### config.mk
export PLATFORM = sky130hd
export DESIGN_NAME = solitaire_stream_cipher_flat
export DESIGN_NICKNAME = d
export VERILOG_FILES = /design/src/ssc_pkg.sv /design/src/ssc_if.sv /design/src/ssc_datapath.sv /design/src/ssc_ctrl.sv /design/src/solitaire_stream_cipher.sv /design/src/flat_wrapper.sv
export SDC_FILE = /design/constraint.sdc
export NUM_CORES = 1
export LEC_CHECK = 0
export BUFFER_PORTS_ARGS = -buffer_cell sky130_fd_sc_hd__buf_4
export CAP_MARGIN = 40
export CORE_MARGIN = 2
export CORE_UTILIZATION = 37
export CTS_CLUSTER_SIZE = 8
export DETAILED_ROUTE_END_ITERATION = 12
export GPL_ROUTABILITY_DRIVEN = 0
export MAX_ROUTING_LAYER = met4
export PLACE_DENSITY = 0.64
export SLEW_MARGIN = 20
export SYNTH_ARGS = -nofsm -noshare
export SYNTH_HDL_FRONTEND = slang
export SYNTH_HIERARCHICAL = 1
export SYNTH_SLANG_ARGS = --single-unit
### constraint.sdc
create_clock -name clk -period 5.1 [get_ports clk]
set_input_delay 1.02 -clock clk [delete_from_list [all_inputs] [get_ports clk]]
set_output_delay 1.02 -clock clk [all_outputs]
set_load 0.01 [all_outputs]
### src/ssc_pkg.sv
package ssc_pkg;

  localparam int unsigned DECK_SIZE = 54;

  typedef logic [5:0] card_t;

  localparam card_t JOKER_A   = 6'd53;
  localparam card_t JOKER_B   = 6'd54;
  localparam card_t LAST_POS  = 6'd53;
  localparam card_t MAX_KEY   = 6'd52;
  localparam card_t MAX_ROUND = 6'd53;

  localparam logic [2:0] GROUP_LAST = 3'd4;
  localparam logic [4:0] LETTER_X   = 5'd24;

  localparam logic [7:0] CH_UA    = 8'h41;
  localparam logic [7:0] CH_UZ    = 8'h5A;
  localparam logic [7:0] CH_LA    = 8'h61;
  localparam logic [7:0] CH_LZ    = 8'h7A;
  localparam logic [7:0] CH_UBASE = 8'h40;
  localparam logic [7:0] CH_LBASE = 8'h60;

  localparam logic [6:0] ALPHA     = 7'd26;
  localparam logic [6:0] TWO_ALPHA = 7'd52;

  typedef enum logic [1:0] {
    OP_LOAD   = 2'd0,
    OP_CIPHER = 2'd1,
    OP_KEY    = 2'd2,
    OP_NONE   = 2'd3
  } opcode_t;

  typedef enum logic [2:0] {
    P_SCAN,
    P_MOVA,
    P_MOVB,
    P_TCUT,
    P_CCUT
  } pass_t;

  typedef enum logic [2:0] {
    S_IDLE,
    S_GO,
    S_WAIT,
    S_EVAL,
    S_EMIT,
    S_ERR
  } state_t;

  typedef struct packed {
    logic  start;
    pass_t kind;
    logic  load_we;
    card_t load_pos;
    card_t load_val;
  } dp_cmd_t;

  typedef struct packed {
    logic  done;
    logic  afound;
    logic  bfound;
    card_t key;
  } dp_status_t;

  function automatic card_t clamp53(card_t x);
    return (x > LAST_POS) ? LAST_POS : x;
  endfunction

  function automatic logic [7:0] subst(logic [4:0] m, card_t k, logic dec);
    logic [6:0] s;
    s = dec ? (TWO_ALPHA + {2'b00, m} - {1'b0, k}) : ({2'b00, m} + {1'b0, k});
    if (s >= TWO_ALPHA) s = s - TWO_ALPHA;
    if (s >= ALPHA) s = s - ALPHA;
    if (s == 7'd0) s = ALPHA;
    return CH_UBASE + {1'b0, s};
  endfunction

endpackage

### src/ssc_if.sv
interface ssc_in_if;
  logic       valid;
  logic       ready;
  logic [1:0] opcode;
  logic [5:0] deck_position;
  logic [5:0] card_value;
  logic [7:0] char_in;
  logic       end_of_message;

  modport source(output valid, opcode, deck_position, card_value, char_in, end_of_message,
                 input ready);
  modport sink(input valid, opcode, deck_position, card_value, char_in, end_of_message,
               output ready);
endinterface

interface ssc_out_if;
  logic       valid;
  logic       ready;
  logic [7:0] char_out;
  logic [5:0] key_card;
  logic       status;
  logic       last;

  modport source(output valid, char_out, key_card, status, last, input ready);
  modport sink(input valid, char_out, key_card, status, last, output ready);
endinterface

### src/ssc_datapath.sv
module ssc_datapath (
  input  logic                clk,
  input  logic                rst_n,
  input  ssc_pkg::dp_cmd_t    cmd,
  output ssc_pkg::dp_status_t stat
);
  import ssc_pkg::*;

  card_t mem0 [DECK_SIZE];
  card_t mem1 [DECK_SIZE];
  card_t rd0_r, rd1_r;

  logic  bank_r, busy_r, wr_vld_r, done_r, afound_r, bfound_r;
  card_t cnt_r, wr_idx_r;
  pass_t kind_r;
  card_t p1_r, p2_r, apos_r, bpos_r, top_r, bot_r, key_r;

  card_t      st_p1, st_p2, raddr, waddr, wdat, wpass, off;
  logic [6:0] c7, p17, p27, src;
  logic       we0, we1;

  always_comb begin
    st_p1 = '0;
    st_p2 = '0;
    case (cmd.kind)
      P_MOVA: begin
        st_p1 = apos_r;
        st_p2 = (apos_r == LAST_POS) ? 6'd1 : apos_r + 6'd1;
      end
      P_MOVB: begin
        st_p1 = bpos_r;
        if (bpos_r < MAX_KEY) st_p2 = bpos_r + 6'd2;
        else if (bpos_r == MAX_KEY) st_p2 = 6'd1;
        else st_p2 = 6'd2;
      end
      P_TCUT: begin
        st_p1 = (apos_r < bpos_r) ? apos_r : bpos_r;
        st_p2 = (apos_r < bpos_r) ? bpos_r : apos_r;
      end
      P_CCUT: st_p1 = clamp53(bot_r);
      default: st_p1 = '0;
    endcase
  end

  always_comb begin
    c7  = {1'b0, cnt_r};
    p17 = {1'b0, p1_r};
    p27 = {1'b0, p2_r};
    src = c7;
    case (kind_r)
      P_MOVA, P_MOVB: begin
        if (p1_r < p2_r) begin
          if (c7 >= p17 && c7 < p27) src = c7 + 7'd1;
          else if (c7 == p27) src = p17;
        end else if (p1_r > p2_r) begin
          if (c7 > p27 && c7 <= p17) src = c7 - 7'd1;
          else if (c7 == p27) src = p17;
        end
      end
      P_TCUT: begin
        if (c7 < {1'b0, LAST_POS} - p27) src = p27 + 7'd1 + c7;
        else if (c7 < 7'(DECK_SIZE) - p17) src = p17 + p27 + c7 - {1'b0, LAST_POS};
        else src = c7 + p17 - 7'(DECK_SIZE);
      end
      P_CCUT: begin
        if (c7 == {1'b0, LAST_POS}) src = c7;
        else if (c7 < {1'b0, LAST_POS} - p17) src = p17 + c7;
        else src = c7 + p17 - {1'b0, LAST_POS};
      end
      default: src = c7;
    endcase
    raddr = src[5:0];
  end

  assign wpass = bank_r ? rd1_r : rd0_r;
  assign waddr = cmd.load_we ? cmd.load_pos : wr_idx_r;
  assign wdat  = cmd.load_we ? cmd.load_val : wpass;
  assign we0   = (cmd.load_we && !bank_r) || (wr_vld_r && bank_r);
  assign we1   = (cmd.load_we && bank_r) || (wr_vld_r && !bank_r);
  assign off   = (wr_idx_r == '0) ? clamp53(wpass) : clamp53(top_r);

  always_ff @(posedge clk) begin
    if (we0) mem0[waddr] <= wdat;
    rd0_r <= mem0[raddr];
  end

  always_ff @(posedge clk) begin
    if (we1) mem1[waddr] <= wdat;
    rd1_r <= mem1[raddr];
  end

  always_ff @(posedge clk) begin
    if (!rst_n) begin
      bank_r   <= 1'b0;
      busy_r   <= 1'b0;
      wr_vld_r <= 1'b0;
      done_r   <= 1'b0;
      afound_r <= 1'b0;
      bfound_r <= 1'b0;
      cnt_r    <= '0;
      kind_r   <= P_SCAN;
    end else begin
      done_r   <= 1'b0;
      wr_vld_r <= busy_r;
      if (cmd.start) begin
        busy_r   <= 1'b1;
        cnt_r    <= '0;
        kind_r   <= cmd.kind;
        afound_r <= 1'b0;
        bfound_r <= 1'b0;
      end else if (busy_r) begin
        if (cnt_r == LAST_POS) busy_r <= 1'b0;
        cnt_r <= cnt_r + 6'd1;
      end
      if (wr_vld_r) begin
        if (wpass == JOKER_A && !afound_r) afound_r <= 1'b1;
        if (wpass == JOKER_B && !bfound_r) bfound_r <= 1'b1;
        if (wr_idx_r == LAST_POS) begin
          bank_r <= ~bank_r;
          done_r <= 1'b1;
        end
      end
    end
  end

  always_ff @(posedge clk) begin
    wr_idx_r <= cnt_r;
    if (cmd.start) begin
      p1_r <= st_p1;
      p2_r <= st_p2;
    end
    if (wr_vld_r) begin
      if (wpass == JOKER_A && !afound_r) apos_r <= wr_idx_r;
      if (wpass == JOKER_B && !bfound_r) bpos_r <= wr_idx_r;
      if (wr_idx_r == LAST_POS) bot_r <= wpass;
      if (wr_idx_r == '0) top_r <= wpass;
      if (wr_idx_r == off) key_r <= wpass;
    end
  end

  assign stat.done   = done_r;
  assign stat.afound = afound_r;
  assign stat.bfound = bfound_r;
  assign stat.key    = key_r;

endmodule

### src/ssc_ctrl.sv
module ssc_ctrl (
  input  logic                clk,
  input  logic                rst_n,
  input  logic                cfg_we,
  input  logic                cfg_data,
  ssc_in_if.sink              in_bus,
  ssc_out_if.source           out_bus,
  output ssc_pkg::dp_cmd_t    cmd,
  input  ssc_pkg::dp_status_t stat
);
  import ssc_pkg::*;

  state_t     state_r, state_nxt;
  pass_t      kind_r, kind_nxt;
  opcode_t    op_r, op_nxt, in_op;
  logic [4:0] m_r, m_nxt;
  logic       eom_r, eom_nxt, mode_r;
  logic [2:0] group_r, group_nxt, group_inc;
  card_t      round_r, round_nxt;
  logic       out_vld_r, out_vld_nxt, st_r, st_nxt, last_r, last_nxt;
  logic [7:0] char_r, char_nxt;
  card_t      key_r, key_nxt;

  logic       accept, is_up, is_lo, is_letter, out_free, key_ok, more, start_go;
  logic [4:0] letter;

  assign in_op     = opcode_t'(in_bus.opcode);
  assign accept    = in_bus.valid && (state_r == S_IDLE);
  assign is_up     = in_bus.char_in >= CH_UA && in_bus.char_in <= CH_UZ;
  assign is_lo     = in_bus.char_in >= CH_LA && in_bus.char_in <= CH_LZ;
  assign is_letter = is_up || is_lo;
  assign letter    = is_up ? 5'(in_bus.char_in - CH_UBASE) : 5'(in_bus.char_in - CH_LBASE);
  assign start_go  = (in_op == OP_KEY) || (in_op == OP_CIPHER &&
                     (is_letter || (in_bus.end_of_message && group_r != '0)));
  assign out_free  = !out_vld_r || out_bus.ready;
  assign key_ok    = stat.key <= MAX_KEY;
  assign group_inc = (group_r == GROUP_LAST) ? 3'd0 : group_r + 3'd1;
  assign more      = (op_r == OP_CIPHER) && eom_r && (group_inc != '0);

  always_comb begin
    state_nxt = state_r;
    case (state_r)
      S_IDLE: if (accept && start_go) state_nxt = S_GO;
      S_GO:   state_nxt = S_WAIT;
      S_WAIT: if (stat.done) state_nxt = S_EVAL;
      S_EVAL: begin
        case (kind_r)
          P_SCAN: state_nxt = stat.afound ? S_GO : S_ERR;
          P_MOVA: state_nxt = stat.bfound ? S_GO : S_ERR;
          P_MOVB: state_nxt = (stat.afound && stat.bfound) ? S_GO : S_ERR;
          P_TCUT: state_nxt = S_GO;
          P_CCUT: begin
            if (key_ok) state_nxt = S_EMIT;
            else if (round_r == MAX_ROUND || !stat.afound) state_nxt = S_ERR;
            else state_nxt = S_GO;
          end
          default: state_nxt = S_ERR;
        endcase
      end
      S_EMIT: if (out_free) state_nxt = more ? S_GO : S_IDLE;
      S_ERR:  if (out_free) state_nxt = S_IDLE;
      default: state_nxt = S_IDLE;
    endcase
  end

  always_comb begin
    kind_nxt     = kind_r;
    op_nxt       = op_r;
    m_nxt        = m_r;
    eom_nxt      = eom_r;
    group_nxt    = group_r;
    round_nxt    = round_r;
    out_vld_nxt  = out_vld_r && !out_bus.ready;
    char_nxt     = char_r;
    key_nxt      = key_r;
    st_nxt       = st_r;
    last_nxt     = last_r;
    in_bus.ready = (state_r == S_IDLE);
    cmd.start    = (state_r == S_GO);
    cmd.kind     = kind_r;
    cmd.load_we  = accept && in_op == OP_LOAD && in_bus.deck_position <= LAST_POS;
    cmd.load_pos = in_bus.deck_position;
    cmd.load_val = in_bus.card_value;
    case (state_r)
      S_IDLE: begin
        if (accept) begin
          op_nxt    = in_op;
          eom_nxt   = in_bus.end_of_message;
          m_nxt     = is_letter ? letter : LETTER_X;
          kind_nxt  = P_SCAN;
          round_nxt = '0;
        end
      end
      S_EVAL: begin
        case (kind_r)
          P_SCAN: kind_nxt = P_MOVA;
          P_MOVA: kind_nxt = P_MOVB;
          P_MOVB: kind_nxt = P_TCUT;
          P_TCUT: kind_nxt = P_CCUT;
          P_CCUT: begin
            kind_nxt  = P_MOVA;
            round_nxt = round_r + 6'd1;
          end
          default: kind_nxt = P_SCAN;
        endcase
      end
      S_EMIT: begin
        if (out_free) begin
          out_vld_nxt = 1'b1;
          char_nxt    = (op_r == OP_CIPHER) ? subst(m_r, stat.key, mode_r) : 8'd0;
          key_nxt     = stat.key;
          st_nxt      = 1'b0;
          last_nxt    = !more;
          if (op_r == OP_CIPHER) group_nxt = (eom_r && !more) ? 3'd0 : group_inc;
          if (more) begin
            m_nxt     = LETTER_X;
            kind_nxt  = P_SCAN;
            round_nxt = '0;
          end
        end
      end
      S_ERR: begin
        if (out_free) begin
          out_vld_nxt = 1'b1;
          char_nxt    = 8'd0;
          key_nxt     = '0;
          st_nxt      = 1'b1;
          last_nxt    = 1'b1;
          if (op_r == OP_CIPHER && eom_r) group_nxt = '0;
        end
      end
      default: out_vld_nxt = out_vld_r && !out_bus.ready;
    endcase
  end

  always_ff @(posedge clk) begin
    if (!rst_n) begin
      state_r   <= S_IDLE;
      group_r   <= '0;
      mode_r    <= 1'b0;
      out_vld_r <= 1'b0;
      kind_r    <= P_SCAN;
      round_r   <= '0;
    end else begin
      state_r   <= state_nxt;
      group_r   <= group_nxt;
      out_vld_r <= out_vld_nxt;
      kind_r    <= kind_nxt;
      round_r   <= round_nxt;
      if (cfg_we) mode_r <= cfg_data;
    end
  end

  always_ff @(posedge clk) begin
    op_r   <= op_nxt;
    m_r    <= m_nxt;
    eom_r  <= eom_nxt;
    char_r <= char_nxt;
    key_r  <= key_nxt;
    st_r   <= st_nxt;
    last_r <= last_nxt;
  end

  assign out_bus.valid    = out_vld_r;
  assign out_bus.char_out = char_r;
  assign out_bus.key_card = key_r;
  assign out_bus.status   = st_r;
  assign out_bus.last     = last_r;

endmodule

### src/solitaire_stream_cipher.sv
// Channel   Direction  Payload
// in_bus    in         opcode, deck_position, card_value, char_in, end_of_message
// out_bus   out        char_out, key_card, status, last
// cfg       in         cfg_we, cfg_data (decrypt mode)
//
// A load beat writes one card into the deck memory when its position is in range. Each pass
// copies the deck between the two deck memories. A key card starts with a scan pass and then
// runs rounds of four passes, with one further round each time a joker comes up as output.
// Reset is synchronous and clears control state only; the deck reads as undefined until
// loaded. A stalled result holds its register while load beats are still taken.
module solitaire_stream_cipher (
  input  logic      clk,
  input  logic      rst_n,
  input  logic      cfg_we,
  input  logic      cfg_data,
  ssc_in_if.sink    in_bus,
  ssc_out_if.source out_bus
);
  import ssc_pkg::*;

  dp_cmd_t    cmd;
  dp_status_t stat;

  ssc_ctrl u_ctrl (
    .clk      (clk),
    .rst_n    (rst_n),
    .cfg_we   (cfg_we),
    .cfg_data (cfg_data),
    .in_bus   (in_bus),
    .out_bus  (out_bus),
    .cmd      (cmd),
    .stat     (stat)
  );

  ssc_datapath u_dp (
    .clk   (clk),
    .rst_n (rst_n),
    .cmd   (cmd),
    .stat  (stat)
  );

endmodule

### src/flat_wrapper.sv
// flat-port wrapper written by rule: the top's interface ports become plain ports
module solitaire_stream_cipher_flat import ssc_pkg::*;
  (clk, rst_n, cfg_we, cfg_data, in_bus_valid, in_bus_opcode, in_bus_deck_position, in_bus_card_value, in_bus_char_in, in_bus_end_of_message, in_bus_ready, out_bus_valid, out_bus_char_out, out_bus_key_card, out_bus_status, out_bus_last, out_bus_ready);
  ssc_in_if in_bus_i ();
  ssc_out_if out_bus_i ();
  input  logic clk;
  input  logic rst_n;
  input  logic cfg_we;
  input  logic cfg_data;
  input wire logic [$bits(in_bus_i.valid)-1:0] in_bus_valid;
  input wire logic [$bits(in_bus_i.opcode)-1:0] in_bus_opcode;
  input wire logic [$bits(in_bus_i.deck_position)-1:0] in_bus_deck_position;
  input wire logic [$bits(in_bus_i.card_value)-1:0] in_bus_card_value;
  input wire logic [$bits(in_bus_i.char_in)-1:0] in_bus_char_in;
  input wire logic [$bits(in_bus_i.end_of_message)-1:0] in_bus_end_of_message;
  output wire logic [$bits(in_bus_i.ready)-1:0] in_bus_ready;
  output wire logic [$bits(out_bus_i.valid)-1:0] out_bus_valid;
  output wire logic [$bits(out_bus_i.char_out)-1:0] out_bus_char_out;
  output wire logic [$bits(out_bus_i.key_card)-1:0] out_bus_key_card;
  output wire logic [$bits(out_bus_i.status)-1:0] out_bus_status;
  output wire logic [$bits(out_bus_i.last)-1:0] out_bus_last;
  input wire logic [$bits(out_bus_i.ready)-1:0] out_bus_ready;
  assign in_bus_i.valid = in_bus_valid;
  assign in_bus_i.opcode = in_bus_opcode;
  assign in_bus_i.deck_position = in_bus_deck_position;
  assign in_bus_i.card_value = in_bus_card_value;
  assign in_bus_i.char_in = in_bus_char_in;
  assign in_bus_i.end_of_message = in_bus_end_of_message;
  assign in_bus_ready = in_bus_i.ready;
  assign out_bus_valid = out_bus_i.valid;
  assign out_bus_char_out = out_bus_i.char_out;
  assign out_bus_key_card = out_bus_i.key_card;
  assign out_bus_status = out_bus_i.status;
  assign out_bus_last = out_bus_i.last;
  assign out_bus_i.ready = out_bus_ready;
  solitaire_stream_cipher u_core (.clk(clk), .rst_n(rst_n), .cfg_we(cfg_we), .cfg_data(cfg_data), .in_bus(in_bus_i), .out_bus(out_bus_i));
endmodule
Yosys cells after proc, flatten, opt, wreduce, memory -nomap -nowiden. Memories as Yosys holds them, arrays and structs flattened. A register that Yosys moved wholly into a read port is not among the register bits. Cells that the tools add are included.

Bits in registers: 104. Memory bits (writable): 648. Input bits: 29. Output and inout bits: 18. Word-level logic and storage cells: 274. Memories kept: 2.

Memory list: u_core.u_dp.mem0 (depth 54, width 6, rd ports 1, clocked after Yosys merged registers in 1, write ports 1, line ssc_datapath.sv:9) `card_t mem0 [DECK_SIZE];`; u_core.u_dp.mem1 (depth 54, width 6, rd ports 1, clocked after Yosys merged registers in 1, write ports 1, line ssc_datapath.sv:10) `card_t mem1 [DECK_SIZE];`.

Add/subtract/negate cells: 26. $lt $le $gt $ge: 22. Eq/ne operators: 35. Multiplexer cells: 97. Bitwise gates (word level): 2. Reduce and logical (&&, ||, !) cells: 61.

Operators by type and width (number): $mux W6 (26); $mux W7 (10); $mux W3 (18); $pmux W6 S3 (3); $eq A6 B6 Y1 const B (7); $add A6 B1 Y6 const B (5); $mux W5 (5); $add A6 B6 Y6 (4); $mux W8 (3); $pmux W6 S4 (1); $logic_and A1 B1 Y1 (21); $lt A6 B7 Y1 (3); $sub A6 B6 Y7 const A (3); $mux W1 (20); $eq A3 B2 Y1 const B (6); $gt A6 B6 Y1 const B (3); $lt A6 B6 Y1 (3); $pmux W3 S6 (1); $sub A6 B6 Y6 const B (3); $ge A8 B7 Y1 const B (2); $le A8 B7 Y1 const B (2); $pmux W8 S2 (1); $eq A3 B3 Y1 const B (5); $pmux W3 S5 (1); other kinds (44) (87).

Longest topological paths before layout.
Depth in word-level cells: 19. Depth in mapped cells: 20. Gate-level depth less buffers: 16.

Modules after synthesis. Netlist, hierarchy kept.

By module, submodules not included: ssc_datapath (times used 1, cells each 2307, area each 32686.3 um^2, sequential area each 21380.5 um^2); ssc_ctrl (times used 1, cells each 352, area each 3141.8 um^2, sequential area each 1061.0 um^2).

Worst setup path after synthesis. No wires, ideal clock.

Path kind: reg-to-reg. From: reg u_core.u_dp.cnt_r[1]. To: reg u_core.u_dp.rd0_r[1], read port of u_core.u_dp.mem0. Setup time: 124 ps. Arrival time: 4065 ps. Data required time: 4976 ps. Slack: 911 ps. Stages on the path, launching flop included: 18. Path buffers: 2. Clock period less this slack: 4189 ps. Cells stage by stage: dfxtp_1 > inv_1 > ha_1 > inv_1 > fa_1 > ha_1 > fa_1 > xnor2_1 > mux2i_1 > o211ai_1 > nand2_1 > o32ai_4 > or2_0 > buf_2 > buf_2 > a311oi_1 > nor4_1 > nor4_1.

Word-level cells in the longest chain between the ends: 6. Elaborated cells on any way between the ends: 29. Classes of those cells: add/sub (8); order compare (7); eq/ne (2); mux (10); reduce/logical (2).

RTL lines: start, declared (line ssc_datapath.sv:14) `card_t cnt_r, wr_idx_r;`; start signal, assigned (line ssc_datapath.sv:113) `cnt_r <= cnt_r + 6'd1;`; branches (longest 5 deep; another with $add A6 B6 Y6); $pmux W6 S3 (*) (line ssc_datapath.sv:50) `case (kind_r)`; end, declared (line ssc_datapath.sv:11) `card_t rd0_r, rd1_r;`.

Mark *: on every way between the ends. A chain may end at the register's enable or synchronous reset.

Worst setup path in the final report.
From: reg u_core.u_dp.p1_r[1]. To: reg u_core.u_dp.rd1_r[2], read port of u_core.u_dp.mem1.

Word-level cells in the longest chain between the ends: 6. Elaborated cells on any way between the ends: 26. Classes of those cells: add/sub (8); order compare (6); mux (10); reduce/logical (2).

RTL lines: start, declared (line ssc_datapath.sv:16) `card_t p1_r, p2_r, apos_r, bpos_r, top_r, bot_r, key_r;`; start signal, assigned (line ssc_datapath.sv:129) `p1_r <= st_p1;`; $add A6 B6 Y6 or $le A6 B6 Y1 (tied branches) (line ssc_datapath.sv:62, ssc_datapath.sv:56); $add A6 B6 Y6 or $logic_and A1 B1 Y1 (tied branches) (line ssc_datapath.sv:62, ssc_datapath.sv:56); $sub A6 B6 Y6 or $mux W6 (tied branches) (line ssc_datapath.sv:62, ssc_datapath.sv:56); $mux W6, on equally long branches (line ssc_datapath.sv:62, ssc_datapath.sv:55); $mux W6, on equally long branches (line ssc_datapath.sv:61, ssc_datapath.sv:52); $pmux W6 S3 (*) (line ssc_datapath.sv:50); end, declared (line ssc_datapath.sv:11).

Every way passes the cells marked *; elsewhere a longest branch is shown, timed or not.

==> impl_metrics.yaml <==
power_and_ir_drop:
  ir_drop_mv: 0.2623
  power.leakage_nw: 13.96
  p_per_area_nw_per_um2: 341.9
yosys:
  async_reset_ff_share_pct: 0
  synth-edff-count: 714
  synth-seq-cells: 764
  yosysSeqAreaShare_pct: 62.64
  syn-cell-area_um2: 35830
  synthesis.nets: 2785
  ys_warn_count: 6
  syn_avg_cell_area_um2: 13.47
  syn-instance-count: 2659
  ys.flop_type: "edfxtp_1"
  ys_types: 94
route:
  drc: 0
  via_count: 22350
  routedWlPerCell_um: 20.61
  finalWirelength_mm: 85.62
  drt_iter0_drc: 2010
  first_pass_iters: 5
  viasPerCell: 5.380
  antenna_left: 0
die:
  core_area_um2: 96280
  pin_count: 47
  die_area_um2: 99340
  die_h_um: 315.2
  rows: 114
  initial_utilization_pct: 37.21
  dieWidth_um: 315.2
final_layout:
  final_common_cell: "edfxtp_1"
  final_cell_mix: "edfxtp_1, mux2i_1, nor2_1"
  drive_gt1_share_pct: 15.09
  final_area_um2: 41470
  n_fill_cell: 8631
  syn2layout_area_growth_pct: 15.74
  fin_nets: 2957
global_routing:
  grt_pass1_vias: 21970
  antenna_found_initial: 2
  gr-total-overflow: 0
  grt_max_degree: 109
  grt.total_usage_pct: 17.58
  grt_pass1_wl_mm: 129.7
timing:
  drv_slew: 0
  post-route-period-util_pct: 95.23
  finalHoldViolCount: 0
  holdWs_ns: 0.5259
  fin_skew_ns: 0.03669
  tns_ns: 0
  worst_pin_slew_ns: 0.8031
  max_freq_mhz: 205.9
  finalCriticalPeriod_ns: 4.857
  setup_violations: 0
  max_slew_margin_pct: 44.93
  rsz0062_at_grt: "false"
  worst_slack_ns: 0.2432
setup_path:
  critical_path_class: "flip-flop to flip-flop"
  worstRegToRegCells: 20
  rrSetupSlack_ns: 0.24
  reg2reg_from: "u_core/u_dp/p1_r[1]"
  crit_chain: "buf_4 -> ha_1 -> a21oi_1 -> xnor2_1 -> ha_1 -> a21oi_1 -> nor2b_1 -> o32a_1 -> buf_4 -> mux2i_1 -> o211ai_1 -> a31oi_2 -> o32ai_4 -> or2_1 -> buf_12 -> o32ai_1 -> buf_4 -> nor4_1 -> buf_4 -> nor4_1"
  crit_path_start_kind: "flip-flop"
  crit_family: "compound AO/OA/AOI/OAI gates"
  cpMaxStageDelayCell: "edfxtp_1"
  rr_endpoint: "u_core/u_dp/rd1_r[2]"
  path_buf_inv: 5
  slowest_delay_ns: 0.52
  critical_path_arrival_ns: 5.38
  cp-end-kind: "flip-flop"
  critPathMostFrequentCell: "buf_4"
  required_ns: 5.62
  path_max_fanout: 12
place:
  place_area_um2: 38470
  dp_hpwl_mm: 56.29
  place_ws_ns: 0.2331
  io_buffers: 45
hold_path:
  min_from: "u_core/u_ctrl/round_r[5]"
  holdPathStages: 2
  hold_path_end: "u_core/u_ctrl/round_r[5]"
  hold_path.class: "flip-flop to flip-flop"
clocking:
  cts_max_path_buffers: 3
  cts_sinks: 764
  cts.htree.levels: 3
  cts_tree: "yes"
  clock_latency_ns: 0.66
  numCtsBuffers: 105
  cts-root-buf: "clkbuf_16"
  path_clk_slew_ns: 0.05
outcome:
  outcome: "finished clean"
flow_run:
  maxCapViolations: 0
==> state kept, by name (all words and copies together), names as in the netlist, 5 cells and up <==
name / count
u_core/u_dp/bpos_r: 6
u_core/u_ctrl/round_r: 6
u_core/u_dp/rd1_r: 6
u_core/u_dp/apos_r: 6
u_core/u_dp/p1_r: 6
u_core/u_dp/rd0_r: 6
u_core/u_dp/mem0: 324
u_core/u_dp/p2_r: 6
u_core/u_ctrl/out_bus.char_out: 8
u_core/u_dp/wr_idx_r: 6
u_core/u_dp/mem1: 324
u_core/u_dp/top_r: 6
u_core/u_dp/bot_r: 6
u_core/u_ctrl/m_r: 5
u_core/u_dp/cnt_r: 6
u_core/u_dp/key_r: 6
u_core/u_ctrl/out_bus.key_card: 6
==> cell usage after synthesis (10+ instances only) <==
| master | count | area, um2 |
|---|---|---|
| nor3_1 | 18 | 90.09 |
| buf_4 | 35 | 262.8 |
| or3_1 | 11 | 68.82 |
| o211ai_1 | 12 | 90.09 |
| nor2_1 | 209 | 784.5 |
| a22oi_1 | 11 | 82.58 |
| nand2b_1 | 26 | 162.7 |
| inv_1 | 72 | 270.3 |
| and3_1 | 20 | 125.1 |
| xnor2_1 | 40 | 350.3 |
| nand3_1 | 28 | 140.1 |
| nor2b_1 | 36 | 225.2 |
| xor2_1 | 20 | 175.2 |
| o22ai_1 | 20 | 125.1 |
| mux2i_1 | 255 | 2552 |
| nand4_1 | 10 | 62.56 |
| o211a_1 | 13 | 130.1 |
| a21oi_1 | 64 | 320.3 |
| ha_1 | 89 | 1114 |
| mux2_2 | 78 | 878.3 |
| buf_2 | 49 | 245.2 |
| nand2_1 | 182 | 683.2 |
| and2_0 | 21 | 131.4 |
| clkbuf_1 | 42 | 157.7 |
| nor4_1 | 39 | 244.0 |
| o21ai_0 | 52 | 260.3 |
| edfxtp_1 | 714 | 21440 |
| buf_6 | 15 | 168.9 |
| a211oi_1 | 135 | 1013 |
| a311oi_1 | 28 | 245.2 |
| o221ai_1 | 10 | 87.58 |
| dfxtp_1 | 50 | 1001 |
| o32ai_1 | 20 | 175.2 |
| and2_1 | 75 | 469.2 |
==> cells by family (layout without fill, tap and decap cells) <==
kind of cell | count (synthesis) | in the layout | synth area share, %
buf+inv | 221 | 438 | 3.167
xor+xnor | 62 | 62 | 1.575
fa+ha+maj | 97 | 97 | 3.555
simple gates | 714 | 714 | 9.782
other cells | 0 | 2 | 0
mux | 333 | 333 | 9.576
flops | 764 | 764 | 62.64
compound gates | 468 | 468 | 9.708
==> area by class of cell <==
class / count / area (um2) / share of cell area (%)
multi-input cells: 1674 / 12320 / 29.71
clock buffers: 146 / 2803 / 6.759
diodes: 2 / 5.005 / 0.01207
repair buffers: 214 / 1897 / 4.574
well taps: 1276 / 1597 / 3.850
inverters: 72 / 270.3 / 0.6517
flip-flops and latches: 764 / 22440 / 54.12
clock inverters: 6 / 133.9 / 0.3229
==> power breakdown <==
group	switching, mW	internal [mW]
logic	0.614	0.327
clock network	2.48	3.76
registers	0.0281	6.98
total	3.12	11.1
==> how the worst max path moves through the flow <==
stage               slack [ns]                    to                 start  cells past startpoint
finish                    0.24  u_core/u_dp/rd1_r[2]   u_core/u_dp/p1_r[1]                     20
global placement          0.32  u_core/u_dp/rd0_r[1]   u_core/u_dp/p1_r[1]                     20
CTS                       0.24  u_core/u_dp/rd0_r[1]   u_core/u_dp/p1_r[1]                     20
detailed placement        0.23  u_core/u_dp/rd0_r[1]   u_core/u_dp/p1_r[1]                     20
global route             0.008  u_core/u_dp/rd1_r[2]   u_core/u_dp/p1_r[1]                     20
floorplan                 0.91  u_core/u_dp/rd0_r[1]  u_core/u_dp/cnt_r[1]                     17
==> what timing repair did <==
item | 4_1_cts | 5_1_grt
resized for setup | 0 | 1
buffers inserted | 0 | 2
endpoints found under the setup margin | 0 | 3
hold buffers | 0 | 0
==> through the flow <==
| step | cells | util [%] | power [mW] |
|---|---|---|---|
| 2_1_floorplan | 2659 | - | 7.679 |
| 3_3_place_gp | 3991 | 39.93 | 8.032 |
| 3_5_place_dp | 3996 | 39.95 | 8.050 |
| 4_1_cts | 4148 | 43.00 | 14.28 |
| 5_1_grt | 4154 | 43.07 | 14.63 |
| 6_report | 4154 | 43.07 | 14.18 |
==> per-layer routing <==
layer | GRT usage (%) | wire, um | vias to the layer above
met5 | - | 0 | -
met4 | 5.693 | 2732 | 0
met3 | 2.973 | 5369 | 164
met2 | 28.13 | 40550 | 718
met1 | 22.74 | 36960 | 11010
li1 | - | - | 10460
==> worst reg2reg max path: stages (launching register included) <==
cell	delay, ns
edfxtp_1	0.52
buf_4	0.20
ha_1	0.19
a21oi_1	0.24
xnor2_1	0.10
ha_1	0.32
a21oi_1	0.15
nor2b_1	0.06
o32a_1	0.43
buf_4	0.18
mux2i_1	0.20
o211ai_1	0.17
a31oi_2	0.30
o32ai_4	0.19
or2_1	0.33
buf_12	0.17
o32ai_1	0.28
buf_4	0.16
nor4_1	0.05
buf_4	0.18
nor4_1	0.30
No activity file was read; power rests on OpenSTA's default activity.
